$ cat config.mk
export PLATFORM = sky130hd
export DESIGN_NAME = btffa_ctrl
export DESIGN_NICKNAME = d
export VERILOG_FILES = /design/src/rtl/core/btffa_pkg.sv /design/src/rtl/core/btffa_ctrl.sv
export SDC_FILE = /design/constraint.sdc
export NUM_CORES = 1
export LEC_CHECK = 0
export BUFFER_PORTS_ARGS = -buffer_cell sky130_fd_sc_hd__buf_2
export CAP_MARGIN = 20
export CORE_MARGIN = 3
export CORE_UTILIZATION = 59
export CTS_BUF_LIST = sky130_fd_sc_hd__clkbuf_8 sky130_fd_sc_hd__clkbuf_16
export DETAILED_ROUTE_END_ITERATION = 8
export HOLD_SLACK_MARGIN = 0.03
export PLACE_DENSITY = 0.94
export SLEW_MARGIN = 0
export SYNTH_ARGS = -nofsm -noshare
export SYNTH_HDL_FRONTEND = slang
export SYNTH_SLANG_ARGS = --single-unit
$ cat constraint.sdc
create_clock -name clock -period 2.2 [get_ports clock]
set_input_delay 0.44 -clock clock [delete_from_list [all_inputs] [get_ports clock]]
set_output_delay 0.44 -clock clock [all_outputs]
set_load 0.05 [all_outputs]
$ cat src/rtl/core/btffa_pkg.sv
`timescale 1ns / 1ps

package btffa_pkg;

   // Pool geometry
   localparam int unsigned POOL_BYTES   = 65536;
   localparam int unsigned ALIGN_BYTES  = 8;
   localparam int unsigned POOL_TOTAL_I =
      ((POOL_BYTES + ALIGN_BYTES - 1) / ALIGN_BYTES) * ALIGN_BYTES;
   localparam int unsigned POOL_WORDS   = POOL_TOTAL_I / 4;
   localparam int unsigned WORD_AW      = $clog2(POOL_WORDS);
   localparam int unsigned OVERHEAD_I   = 12 + 4;
   localparam int unsigned WALK_LIMIT   = POOL_TOTAL_I / OVERHEAD_I + 1;
   localparam int unsigned WALK_W       = $clog2(WALK_LIMIT);

   localparam logic [31:0] POOL_TOTAL   = 32'(POOL_TOTAL_I);
   localparam logic [31:0] HDR_BYTES    = 32'd12;
   localparam logic [31:0] FTR_BYTES    = 32'd4;
   localparam logic [31:0] OVERHEAD     = 32'(OVERHEAD_I);
   localparam logic [31:0] ALIGN_MASK   = 32'(ALIGN_BYTES - 1);
   localparam logic [31:0] ALLOC_MARK   = 32'h8000_0000;
   localparam logic [31:0] SIZE_MASK    = 32'h7FFF_FFFF;
   localparam logic [31:0] INIT_SIZE    = POOL_TOTAL - OVERHEAD;
   localparam logic [31:0] LINK_PREV    = 32'd4;
   localparam logic [31:0] LINK_NEXT    = 32'd8;

   // Response codes
   localparam logic [1:0] RSP_GRANTED = 2'd0;
   localparam logic [1:0] RSP_NO_FIT  = 2'd1;
   localparam logic [1:0] RSP_FREED   = 2'd2;
   localparam logic [1:0] RSP_IGNORED = 2'd3;

   // Datapath micro-operations
   typedef enum logic [6:0] {
      OP_NOP,
      OP_CLEAR, OP_INIT_LO, OP_INIT_HI,
      OP_A_START, OP_A_TEST, OP_A_NEXT, OP_A_CHK,
      OP_S_FOOT, OP_S_NH, OP_S_RD, OP_S_NHNX, OP_S_NHPV, OP_S_NXPV, OP_S_HNX, OP_S_NFOOT,
      OP_U_RDNX, OP_U_RDPV, OP_U_HEAD, OP_U_PVNX, OP_U_NXPV, OP_U_HPV, OP_U_HNX,
      OP_U_HDR, OP_U_FTR,
      OP_F_START, OP_F_HDR, OP_F_WH, OP_F_WF, OP_F_RDPF, OP_F_LCHK,
      OP_F_LPH, OP_F_LF, OP_F_LPF, OP_F_LH0, OP_F_LH4, OP_F_LH8,
      OP_R_RDNH, OP_R_CHK, OP_R_RDNP, OP_R_RDNN, OP_R_WB, OP_R_WNF, OP_R_WF0,
      OP_R_L1, OP_R_L2, OP_R_S1, OP_R_S2, OP_R_M1, OP_R_M2, OP_R_M3, OP_R_M4,
      OP_R_TAIL, OP_R_Z4, OP_R_Z8,
      OP_N_E1, OP_N_E2, OP_N_RDT, OP_N_T1, OP_N_T2, OP_N_T3, OP_N_T4,
      OP_RES_GRANT, OP_RES_NOFIT, OP_RES_FREED, OP_RES_IGN
   } op_type;

   typedef struct packed {
      op_type op;
      logic   load;
   } cmd_type;

   typedef struct packed {
      logic kind;
      logic bad_addr;
      logic empty;
      logic fit;
      logic next_is_head;
      logic walk_last;
      logic split;
      logic no_mark;
      logic bad_size;
      logic foot_mismatch;
      logic h_gt4;
      logic left_ok;
      logic right_room;
      logic right_ok;
      logic left;
      logic right;
      logic nn_is_nh;
      logic clr_last;
   } sts_type;

endpackage

$ cat src/rtl/core/btffa_ctrl.sv
`timescale 1ns / 1ps

module btffa_ctrl (
   input  logic               clock,
   input  logic               reset,
   input  logic               req_valid,
   output logic               req_stall,
   output logic               rsp_valid,
   input  logic               rsp_stall,
   input  btffa_pkg::sts_type sts,
   output btffa_pkg::cmd_type cmd
);
   import btffa_pkg::*;

   typedef enum logic [6:0] {
      S_CLEAR, S_INIT_LO, S_INIT_HI, S_IDLE, S_DISPATCH,
      S_A_START, S_A_TEST, S_A_NEXT, S_A_CHK,
      S_S_FOOT, S_S_NH, S_S_RD, S_S_NHNX, S_S_NHPV, S_S_NXPV, S_S_HNX, S_S_NFOOT,
      S_U_RDNX, S_U_RDPV, S_U_HEAD, S_U_DEC, S_U_PVNX, S_U_NXPV, S_U_HPV, S_U_HNX,
      S_U_HDR, S_U_FTR,
      S_F_START, S_F_HDR, S_F_FTR, S_F_WH, S_F_WF, S_F_RDPF, S_F_LCHK,
      S_F_LPH, S_F_LF, S_F_LPF, S_F_LH0, S_F_LH4, S_F_LH8,
      S_R_START, S_R_RDNH, S_R_CHK, S_R_RDNP, S_R_RDNN, S_R_WB, S_R_WNF, S_R_WF0,
      S_R_L1, S_R_L2, S_R_S1, S_R_S2, S_R_M1, S_R_M2, S_R_M3, S_R_M4,
      S_R_TAIL, S_R_Z4, S_R_Z8,
      S_N_START, S_N_E1, S_N_E2, S_N_RDT, S_N_T1, S_N_T2, S_N_T3, S_N_T4,
      S_RES_GRANT, S_RES_NOFIT, S_RES_FREED, S_RES_IGN
   } state_type;

   state_type state_ff, state_in;
   logic      rsp_valid_ff, rsp_valid_in;
   logic      out_busy;
   logic      accept;
   logic      res_state;

   assign out_busy  = rsp_valid_ff && rsp_stall;
   assign accept    = (state_ff == S_IDLE) && req_valid;
   assign res_state = (state_ff == S_RES_GRANT) || (state_ff == S_RES_NOFIT) ||
                      (state_ff == S_RES_FREED) || (state_ff == S_RES_IGN);

   // state to datapath operation
   always_comb begin
      cmd.load = accept;
      case (state_ff)
         S_CLEAR:     cmd.op = OP_CLEAR;
         S_INIT_LO:   cmd.op = OP_INIT_LO;
         S_INIT_HI:   cmd.op = OP_INIT_HI;
         S_A_START:   cmd.op = OP_A_START;
         S_A_TEST:    cmd.op = OP_A_TEST;
         S_A_NEXT:    cmd.op = OP_A_NEXT;
         S_A_CHK:     cmd.op = OP_A_CHK;
         S_S_FOOT:    cmd.op = OP_S_FOOT;
         S_S_NH:      cmd.op = OP_S_NH;
         S_S_RD:      cmd.op = OP_S_RD;
         S_S_NHNX:    cmd.op = OP_S_NHNX;
         S_S_NHPV:    cmd.op = OP_S_NHPV;
         S_S_NXPV:    cmd.op = OP_S_NXPV;
         S_S_HNX:     cmd.op = OP_S_HNX;
         S_S_NFOOT:   cmd.op = OP_S_NFOOT;
         S_U_RDNX:    cmd.op = OP_U_RDNX;
         S_U_RDPV:    cmd.op = OP_U_RDPV;
         S_U_HEAD:    cmd.op = OP_U_HEAD;
         S_U_PVNX:    cmd.op = OP_U_PVNX;
         S_U_NXPV:    cmd.op = OP_U_NXPV;
         S_U_HPV:     cmd.op = OP_U_HPV;
         S_U_HNX:     cmd.op = OP_U_HNX;
         S_U_HDR:     cmd.op = OP_U_HDR;
         S_U_FTR:     cmd.op = OP_U_FTR;
         S_F_START:   cmd.op = OP_F_START;
         S_F_HDR:     cmd.op = OP_F_HDR;
         S_F_WH:      cmd.op = OP_F_WH;
         S_F_WF:      cmd.op = OP_F_WF;
         S_F_RDPF:    cmd.op = OP_F_RDPF;
         S_F_LCHK:    cmd.op = OP_F_LCHK;
         S_F_LPH:     cmd.op = OP_F_LPH;
         S_F_LF:      cmd.op = OP_F_LF;
         S_F_LPF:     cmd.op = OP_F_LPF;
         S_F_LH0:     cmd.op = OP_F_LH0;
         S_F_LH4:     cmd.op = OP_F_LH4;
         S_F_LH8:     cmd.op = OP_F_LH8;
         S_R_RDNH:    cmd.op = OP_R_RDNH;
         S_R_CHK:     cmd.op = OP_R_CHK;
         S_R_RDNP:    cmd.op = OP_R_RDNP;
         S_R_RDNN:    cmd.op = OP_R_RDNN;
         S_R_WB:      cmd.op = OP_R_WB;
         S_R_WNF:     cmd.op = OP_R_WNF;
         S_R_WF0:     cmd.op = OP_R_WF0;
         S_R_L1:      cmd.op = OP_R_L1;
         S_R_L2:      cmd.op = OP_R_L2;
         S_R_S1:      cmd.op = OP_R_S1;
         S_R_S2:      cmd.op = OP_R_S2;
         S_R_M1:      cmd.op = OP_R_M1;
         S_R_M2:      cmd.op = OP_R_M2;
         S_R_M3:      cmd.op = OP_R_M3;
         S_R_M4:      cmd.op = OP_R_M4;
         S_R_TAIL:    cmd.op = OP_R_TAIL;
         S_R_Z4:      cmd.op = OP_R_Z4;
         S_R_Z8:      cmd.op = OP_R_Z8;
         S_N_E1:      cmd.op = OP_N_E1;
         S_N_E2:      cmd.op = OP_N_E2;
         S_N_RDT:     cmd.op = OP_N_RDT;
         S_N_T1:      cmd.op = OP_N_T1;
         S_N_T2:      cmd.op = OP_N_T2;
         S_N_T3:      cmd.op = OP_N_T3;
         S_N_T4:      cmd.op = OP_N_T4;
         S_RES_GRANT: cmd.op = out_busy ? OP_NOP : OP_RES_GRANT;
         S_RES_NOFIT: cmd.op = out_busy ? OP_NOP : OP_RES_NOFIT;
         S_RES_FREED: cmd.op = out_busy ? OP_NOP : OP_RES_FREED;
         S_RES_IGN:   cmd.op = out_busy ? OP_NOP : OP_RES_IGN;
         default:     cmd.op = OP_NOP;
      endcase
   end

   // sequencing
   always_comb begin
      state_in     = state_ff;
      rsp_valid_in = rsp_valid_ff && rsp_stall;
      case (state_ff)
         S_CLEAR:     if (sts.clr_last) state_in = S_INIT_LO;
         S_INIT_LO:   state_in = S_INIT_HI;
         S_INIT_HI:   state_in = S_IDLE;
         S_IDLE:      if (req_valid) state_in = S_DISPATCH;
         S_DISPATCH: begin
            if (sts.kind) state_in = sts.bad_addr ? S_RES_IGN : S_F_START;
            else          state_in = sts.empty ? S_RES_NOFIT : S_A_START;
         end
         S_A_START:   state_in = S_A_TEST;
         S_A_TEST:    state_in = sts.fit ? S_A_CHK : S_A_NEXT;
         S_A_NEXT:    state_in = (sts.next_is_head || sts.walk_last) ? S_RES_NOFIT : S_A_TEST;
         S_A_CHK:     state_in = sts.split ? S_S_FOOT : S_U_RDNX;
         S_S_FOOT:    state_in = S_S_NH;
         S_S_NH:      state_in = S_S_RD;
         S_S_RD:      state_in = S_S_NHNX;
         S_S_NHNX:    state_in = S_S_NHPV;
         S_S_NHPV:    state_in = S_S_NXPV;
         S_S_NXPV:    state_in = S_S_HNX;
         S_S_HNX:     state_in = S_S_NFOOT;
         S_S_NFOOT:   state_in = S_U_RDNX;
         S_U_RDNX:    state_in = S_U_RDPV;
         S_U_RDPV:    state_in = S_U_HEAD;
         S_U_HEAD:    state_in = S_U_DEC;
         S_U_DEC:     state_in = sts.empty ? S_U_HPV : S_U_PVNX;
         S_U_PVNX:    state_in = S_U_NXPV;
         S_U_NXPV:    state_in = S_U_HPV;
         S_U_HPV:     state_in = S_U_HNX;
         S_U_HNX:     state_in = S_U_HDR;
         S_U_HDR:     state_in = S_U_FTR;
         S_U_FTR:     state_in = S_RES_GRANT;
         S_F_START:   state_in = S_F_HDR;
         S_F_HDR:     state_in = (sts.no_mark || sts.bad_size) ? S_RES_IGN : S_F_FTR;
         S_F_FTR:     state_in = sts.foot_mismatch ? S_RES_IGN : S_F_WH;
         S_F_WH:      state_in = S_F_WF;
         S_F_WF:      state_in = sts.h_gt4 ? S_F_RDPF : S_R_START;
         S_F_RDPF:    state_in = S_F_LCHK;
         S_F_LCHK:    state_in = sts.left_ok ? S_F_LPH : S_R_START;
         S_F_LPH:     state_in = S_F_LF;
         S_F_LF:      state_in = S_F_LPF;
         S_F_LPF:     state_in = S_F_LH0;
         S_F_LH0:     state_in = S_F_LH4;
         S_F_LH4:     state_in = S_F_LH8;
         S_F_LH8:     state_in = S_R_START;
         S_R_START:   state_in = sts.right_room ? S_R_RDNH : S_N_START;
         S_R_RDNH:    state_in = S_R_CHK;
         S_R_CHK:     state_in = sts.right_ok ? S_R_RDNP : S_N_START;
         S_R_RDNP:    state_in = S_R_RDNN;
         S_R_RDNN:    state_in = S_R_WB;
         S_R_WB:      state_in = S_R_WNF;
         S_R_WNF:     state_in = S_R_WF0;
         S_R_WF0: begin
            if (sts.left)          state_in = S_R_L1;
            else if (sts.nn_is_nh) state_in = S_R_S1;
            else                   state_in = S_R_M1;
         end
         S_R_L1:      state_in = S_R_L2;
         S_R_L2:      state_in = S_R_TAIL;
         S_R_S1:      state_in = S_R_S2;
         S_R_S2:      state_in = S_R_TAIL;
         S_R_M1:      state_in = S_R_M2;
         S_R_M2:      state_in = S_R_M3;
         S_R_M3:      state_in = S_R_M4;
         S_R_M4:      state_in = S_R_TAIL;
         S_R_TAIL:    state_in = S_R_Z4;
         S_R_Z4:      state_in = S_R_Z8;
         S_R_Z8:      state_in = S_N_START;
         S_N_START: begin
            if (sts.left || sts.right) state_in = S_RES_FREED;
            else if (sts.empty)        state_in = S_N_E1;
            else                       state_in = S_N_RDT;
         end
         S_N_E1:      state_in = S_N_E2;
         S_N_E2:      state_in = S_RES_FREED;
         S_N_RDT:     state_in = S_N_T1;
         S_N_T1:      state_in = S_N_T2;
         S_N_T2:      state_in = S_N_T3;
         S_N_T3:      state_in = S_N_T4;
         S_N_T4:      state_in = S_RES_FREED;
         S_RES_GRANT, S_RES_NOFIT, S_RES_FREED, S_RES_IGN: begin
            if (!out_busy) begin
               state_in     = S_IDLE;
               rsp_valid_in = 1'b1;
            end
         end
         default:     state_in = S_IDLE;
      endcase
      if (!res_state && !out_busy) rsp_valid_in = 1'b0;
   end

   always_ff @(posedge clock) begin
      if (reset) begin
         state_ff     <= S_CLEAR;
         rsp_valid_ff <= 1'b0;
      end else begin
         state_ff     <= state_in;
         rsp_valid_ff <= rsp_valid_in;
      end
   end

   assign req_stall = state_ff != S_IDLE;
   assign rsp_valid = rsp_valid_ff;
endmodule

==> flow_metrics.env, run 1 <==
export IMPL_yosysTopAreaCellShare_pct=7.35
export IMPL_die_y_um=66.8
export IMPL_clk_path_buf_depth=2
export IMPL_synth_edff_count=0
export IMPL_syn_inst=348
export IMPL_synth_top_area_cell="a21oi_1"
export IMPL_status="did not finish"
export IMPL_die_x_um=66.8
export IMPL_synth_seq_cells=8
export IMPL_cts_htree_levels=1
export IMPL_seq_area_frac_synth_pct=7.35
export IMPL_synthFlopType="dfxtp_1"
export IMPL_root_buffer="clkbuf_8"
export IMPL_syn_mean_instance_area_um2=6.26
export IMPL_hpwl_mm=8.71
export IMPL_netlist_area_um2=2180
export IMPL_synthTopCellsByArea="a21oi_1, dfxtp_1, nor2_1, nand2_1, o21ai_0"
export IMPL_cts_hold_buf=0
export IMPL_clock_sinks=8
export IMPL_synth_cell_types=68
export IMPL_synthArstFlopShare_pct=0
export IMPL_cts_buffers=3
export IMPL_failing_step="4_1_cts"
export IMPL_rows=21
export IMPL_io_pins=32
export IMPL_tool_error="[ERROR DPL-0038] Utilization greater than 100%, impossible to legalize"
export IMPL_cts_repair_resize_count=103
export IMPL_port_buffer_count=31
export IMPL_initial_core_util_pct=63.3
export IMPL_yosys_warnings=0
export IMPL_post_cts_buffers=37
export IMPL_syn_nets=370
export IMPL_place_congestion=1.31
[per-stage QoR]
step | setup slack, ns | cells | util [%] | instance area [um^2]
3_3_place_gp | -0.0177 | 476 | 84.9 | 2920
2_1_floorplan | -0.100 | 348 | - | 2280
3_5_place_dp | -0.197 | 476 | 84.9 | 2920
[synth_stat cells, drive strengths merged (3+ instances only)]
cell type  count
a211oi         5
a21oi         32
a311oi         6
a31oi          5
a32oi          4
and2           3
and3           4
buf           30
clkbuf         5
dfxtp          8
inv            8
mux2i          3
nand2         32
nand2b        10
nand3         13
nor2          37
nor2b         15
nor3          16
nor3b          8
nor4           8
o211ai         6
o21ai         24
o22ai         10
or2            5
or4            4
[cells by family after synthesis]
kind of cell | Yosys count | share of synthesized area (%)
buffers and inverters | 44 | 10.3
adder cells (fa/ha/maj) | 1 | 0.460
multiplexers | 5 | 2.41
XOR/XNOR | 2 | 0.804
AO/OA/AOI/OAI | 122 | 37.5
flip-flops | 8 | 7.35
AND/OR/NAND/NOR | 166 | 41.2
==> run 2: changes to the inputs <==
- CORE_UTILIZATION: 59 -> 40
- CTS_BUF_LIST: sky130_fd_sc_hd__clkbuf_8 sky130_fd_sc_hd__clkbuf_16 -> not set
- HOLD_SLACK_MARGIN: 0.03 -> not set
- PLACE_DENSITY: 0.94 -> not set
- PLACE_DENSITY_LB_ADDON: not set -> 0.15
==> run 2 against run 1 <==
Synthesized cell count unchanged. The flow now finishes, with violations (setup timing). Area after synthesis unchanged.
==> flow_metrics.env, run 2 <==
export IMPL_first_pass_iters=6
export IMPL_port_buffer_count=31
export IMPL_place_congestion=1.07
export IMPL_hold_path_class="input port to flip-flop"
export IMPL_root_buffer="clkbuf_8"
export IMPL_tns_ns=-1.18
export IMPL_drv_cap=0
export IMPL_die_x_um=79.8
export IMPL_hpwl_mm=8.65
export IMPL_synth_cell_types=68
export IMPL_syn_mean_instance_area_um2=6.26
export IMPL_status="complete, but fails checks"
export IMPL_multi_input_area_um2=2110
export IMPL_syn_nets=370
export IMPL_largest_register_ffs=7
export IMPL_fin_ws_ns=-0.246
export IMPL_p_sw_w=0.00186
export IMPL_dieArea_um2=6370
export IMPL_die_y_um=79.8
export IMPL_grt_pass1_wl_mm=18.7
export IMPL_hold_viol=0
export IMPL_combPwrFrac_pct=87.5
export IMPL_top_register="state_ff"
export IMPL_synthArstFlopShare_pct=0
export IMPL_violations="setup timing"
export IMPL_fin_crit_sh_pct=111
export IMPL_io_pins=32
export IMPL_netlist_area_um2=2180
export IMPL_ant_nets=0
export IMPL_synthTopCellsByArea="a21oi_1, dfxtp_1, nor2_1, nand2_1, o21ai_0"
export IMPL_crit_type="flip-flop to output port"
export IMPL_power_w=0.00357
export IMPL_finalCriticalPeriod_ns=2.45
export IMPL_antenna_found_initial=0
export IMPL_vias=3836
export IMPL_grt_use_total_pct=38.7
export IMPL_cts_hold_buf=0
export IMPL_clk_path_buf_depth=2
export IMPL_relSlewSlack_pct=59.4
export IMPL_p_int_w=0.00171
export IMPL_seq_area_frac_synth_pct=7.35
export IMPL_clkPwrFrac_pct=5.1
export IMPL_initial_core_util_pct=42.1
export IMPL_ir_drop_uv=962
export IMPL_clock_sinks=8
export IMPL_rsz0062_at_grt="yes"
export IMPL_setup_viol=9
export IMPL_arrival_ns=2.01
export IMPL_synthTopCellsByCount="nor2_1, a21oi_1, nand2_1, o21ai_0, buf_2"
export IMPL_post_place_ws_ns=-0.150
export IMPL_drv_slew=0
export IMPL_cts_buffers=3
export IMPL_syn_inst=348
export IMPL_grt_max_degree=19
export IMPL_rows=26
export IMPL_yosys_warnings=0
export IMPL_regArea_um2=185
export IMPL_synth_edff_count=0
export IMPL_via_per_inst=6.91
export IMPL_final_cell_mix="buf_4, nor2_1, a21oi_1, nand2_1, buf_2"
export IMPL_required_ns=1.76
export IMPL_drc=0
export IMPL_cp_start_kind="flip-flop"
export IMPL_max_clock_freq_mhz=409
export IMPL_clk_pin_slew_worst_paths_ns=0.05
export IMPL_insertion_delay_ns=0.24
export IMPL_synth_seq_cells=8
export IMPL_power_density_nw_per_um2=909
export IMPL_p_leak_nw=1.67
export IMPL_cts_htree_levels=1
export IMPL_fillCellCount=376
export IMPL_synthFlopType="dfxtp_1"
export IMPL_drt_wl_total_mm=13.1
export IMPL_wl_per_cell_um=23.5
export IMPL_yosysTopAreaCellShare_pct=7.35
export IMPL_synth_most_common_cell="nor2_1"
export IMPL_switching_share_pct=52.0
export IMPL_critPathMaxFanout=7
export IMPL_drt_iter0_markers=750
export IMPL_cts_tree="done"
export IMPL_syn2layout_area_growth_pct=80.4
export IMPL_grt_pass1_vias=3474
export IMPL_overflow=0
export IMPL_core_um2=5170
export IMPL_finalNetCount=509
export IMPL_final_common_cell="buf_4"
export IMPL_antenna_cells=0
export IMPL_sequentialPowerShare_pct=7.4
export IMPL_max_slew_worst_pin_slew_ns=0.603
export IMPL_endpoint_kind="output port"
export IMPL_finClkSkew_ns=0.00708
export IMPL_synth_top_area_cell="a21oi_1"
export IMPL_drive_gt1_share_pct=51.3
==> run 2: cell counts after synthesis <==
No cell type changed its count.
==> run 2: logic make-up after synthesis <==
| logic type | after synthesis | synth area share, % |
|---|---|---|
| adders and majority gates | 1 | 0.460 |
| DFF | 8 | 7.35 |
| muxes | 5 | 2.41 |
| buffers and inverters | 44 | 10.3 |
| and+or+nand+nor | 166 | 41.2 |
| AOI/OAI and AO/OA | 122 | 37.5 |
| xor gates and xnor gates | 2 | 0.804 |
==> run 2: worst paths after layout <==
path	slack, ns	startpoint	cells past startpoint	to
max	-0.25	state_ff[6]	9	cmd[3]
min	0.51	reset	2	rsp_valid
max reg2reg	-0.04	state_ff[4]	8	state_ff[1]
min reg2reg	0.63	rsp_valid	2	rsp_valid
==> run 2: layout make-up <==
| class | count | area share, % |
|---|---|---|
| well taps | 70 | 2.23 |
| flip-flops and latches | 8 | 4.71 |
| clock buffers | 3 | 1.05 |
| repair buffers | 169 | 37.1 |
| inverters | 9 | 1.08 |
| multi-input cells | 296 | 53.8 |
==> run 2: critical path, stage by stage, from the launching register on <==
cell	delay (ns)
dfxtp_4	0.38
buf_12	0.15
nor2b_4	0.13
and2_4	0.17
nand3_2	0.09
o211ai_1	0.12
buf_4	0.16
nor3_4	0.22
o211ai_1	0.14
buf_4	0.21
==> run 2: per-layer routing <==
metal  vias to the layer above  global-route usage [%]  wire length (um)
met5                         -                       0                 0
met4                         0                    20.9               991
met3                       115                    10.3              1790
met2                       378                    60.1              5630
met1                      1743                    48.5              4650
li1                       1600                       -                 -
==> run 2: repair_timing <==
action,4_1_cts,5_1_grt
resized for setup,79,40
gates cloned,2,0
buffers inserted,22,6
pin swaps,14,22
setup endpoints to repair,9,10
==> run 2: power groups by stage <==
| stage | clock network (W) | logic (W) | registers [W] |
|---|---|---|---|
| after floorplan | 0 | 0.00146 | 0.000204 |
| after global placement | 0 | 0.00248 | 0.000223 |
| after detailed placement | 0 | 0.00247 | 0.000226 |
| after global routing | 0.000189 | 0.00323 | 0.000263 |
| final | 0.000184 | 0.00312 | 0.000264 |
| after CTS | 0.000184 | 0.00282 | 0.000249 |
==> run 2: metrics by stage <==
step	cell area [um^2]	std cells	hold WS (ns)	utilization, %
after floorplan	2280	348	0.689	-
after global placement	3190	525	0.624	61.7
after detailed placement	3190	525	0.619	61.7
after CTS	3720	550	0.493	72.0
after global routing	3930	555	0.530	76.0
final	3930	555	0.510	76.0
Power figures use the tool's default switching activity.
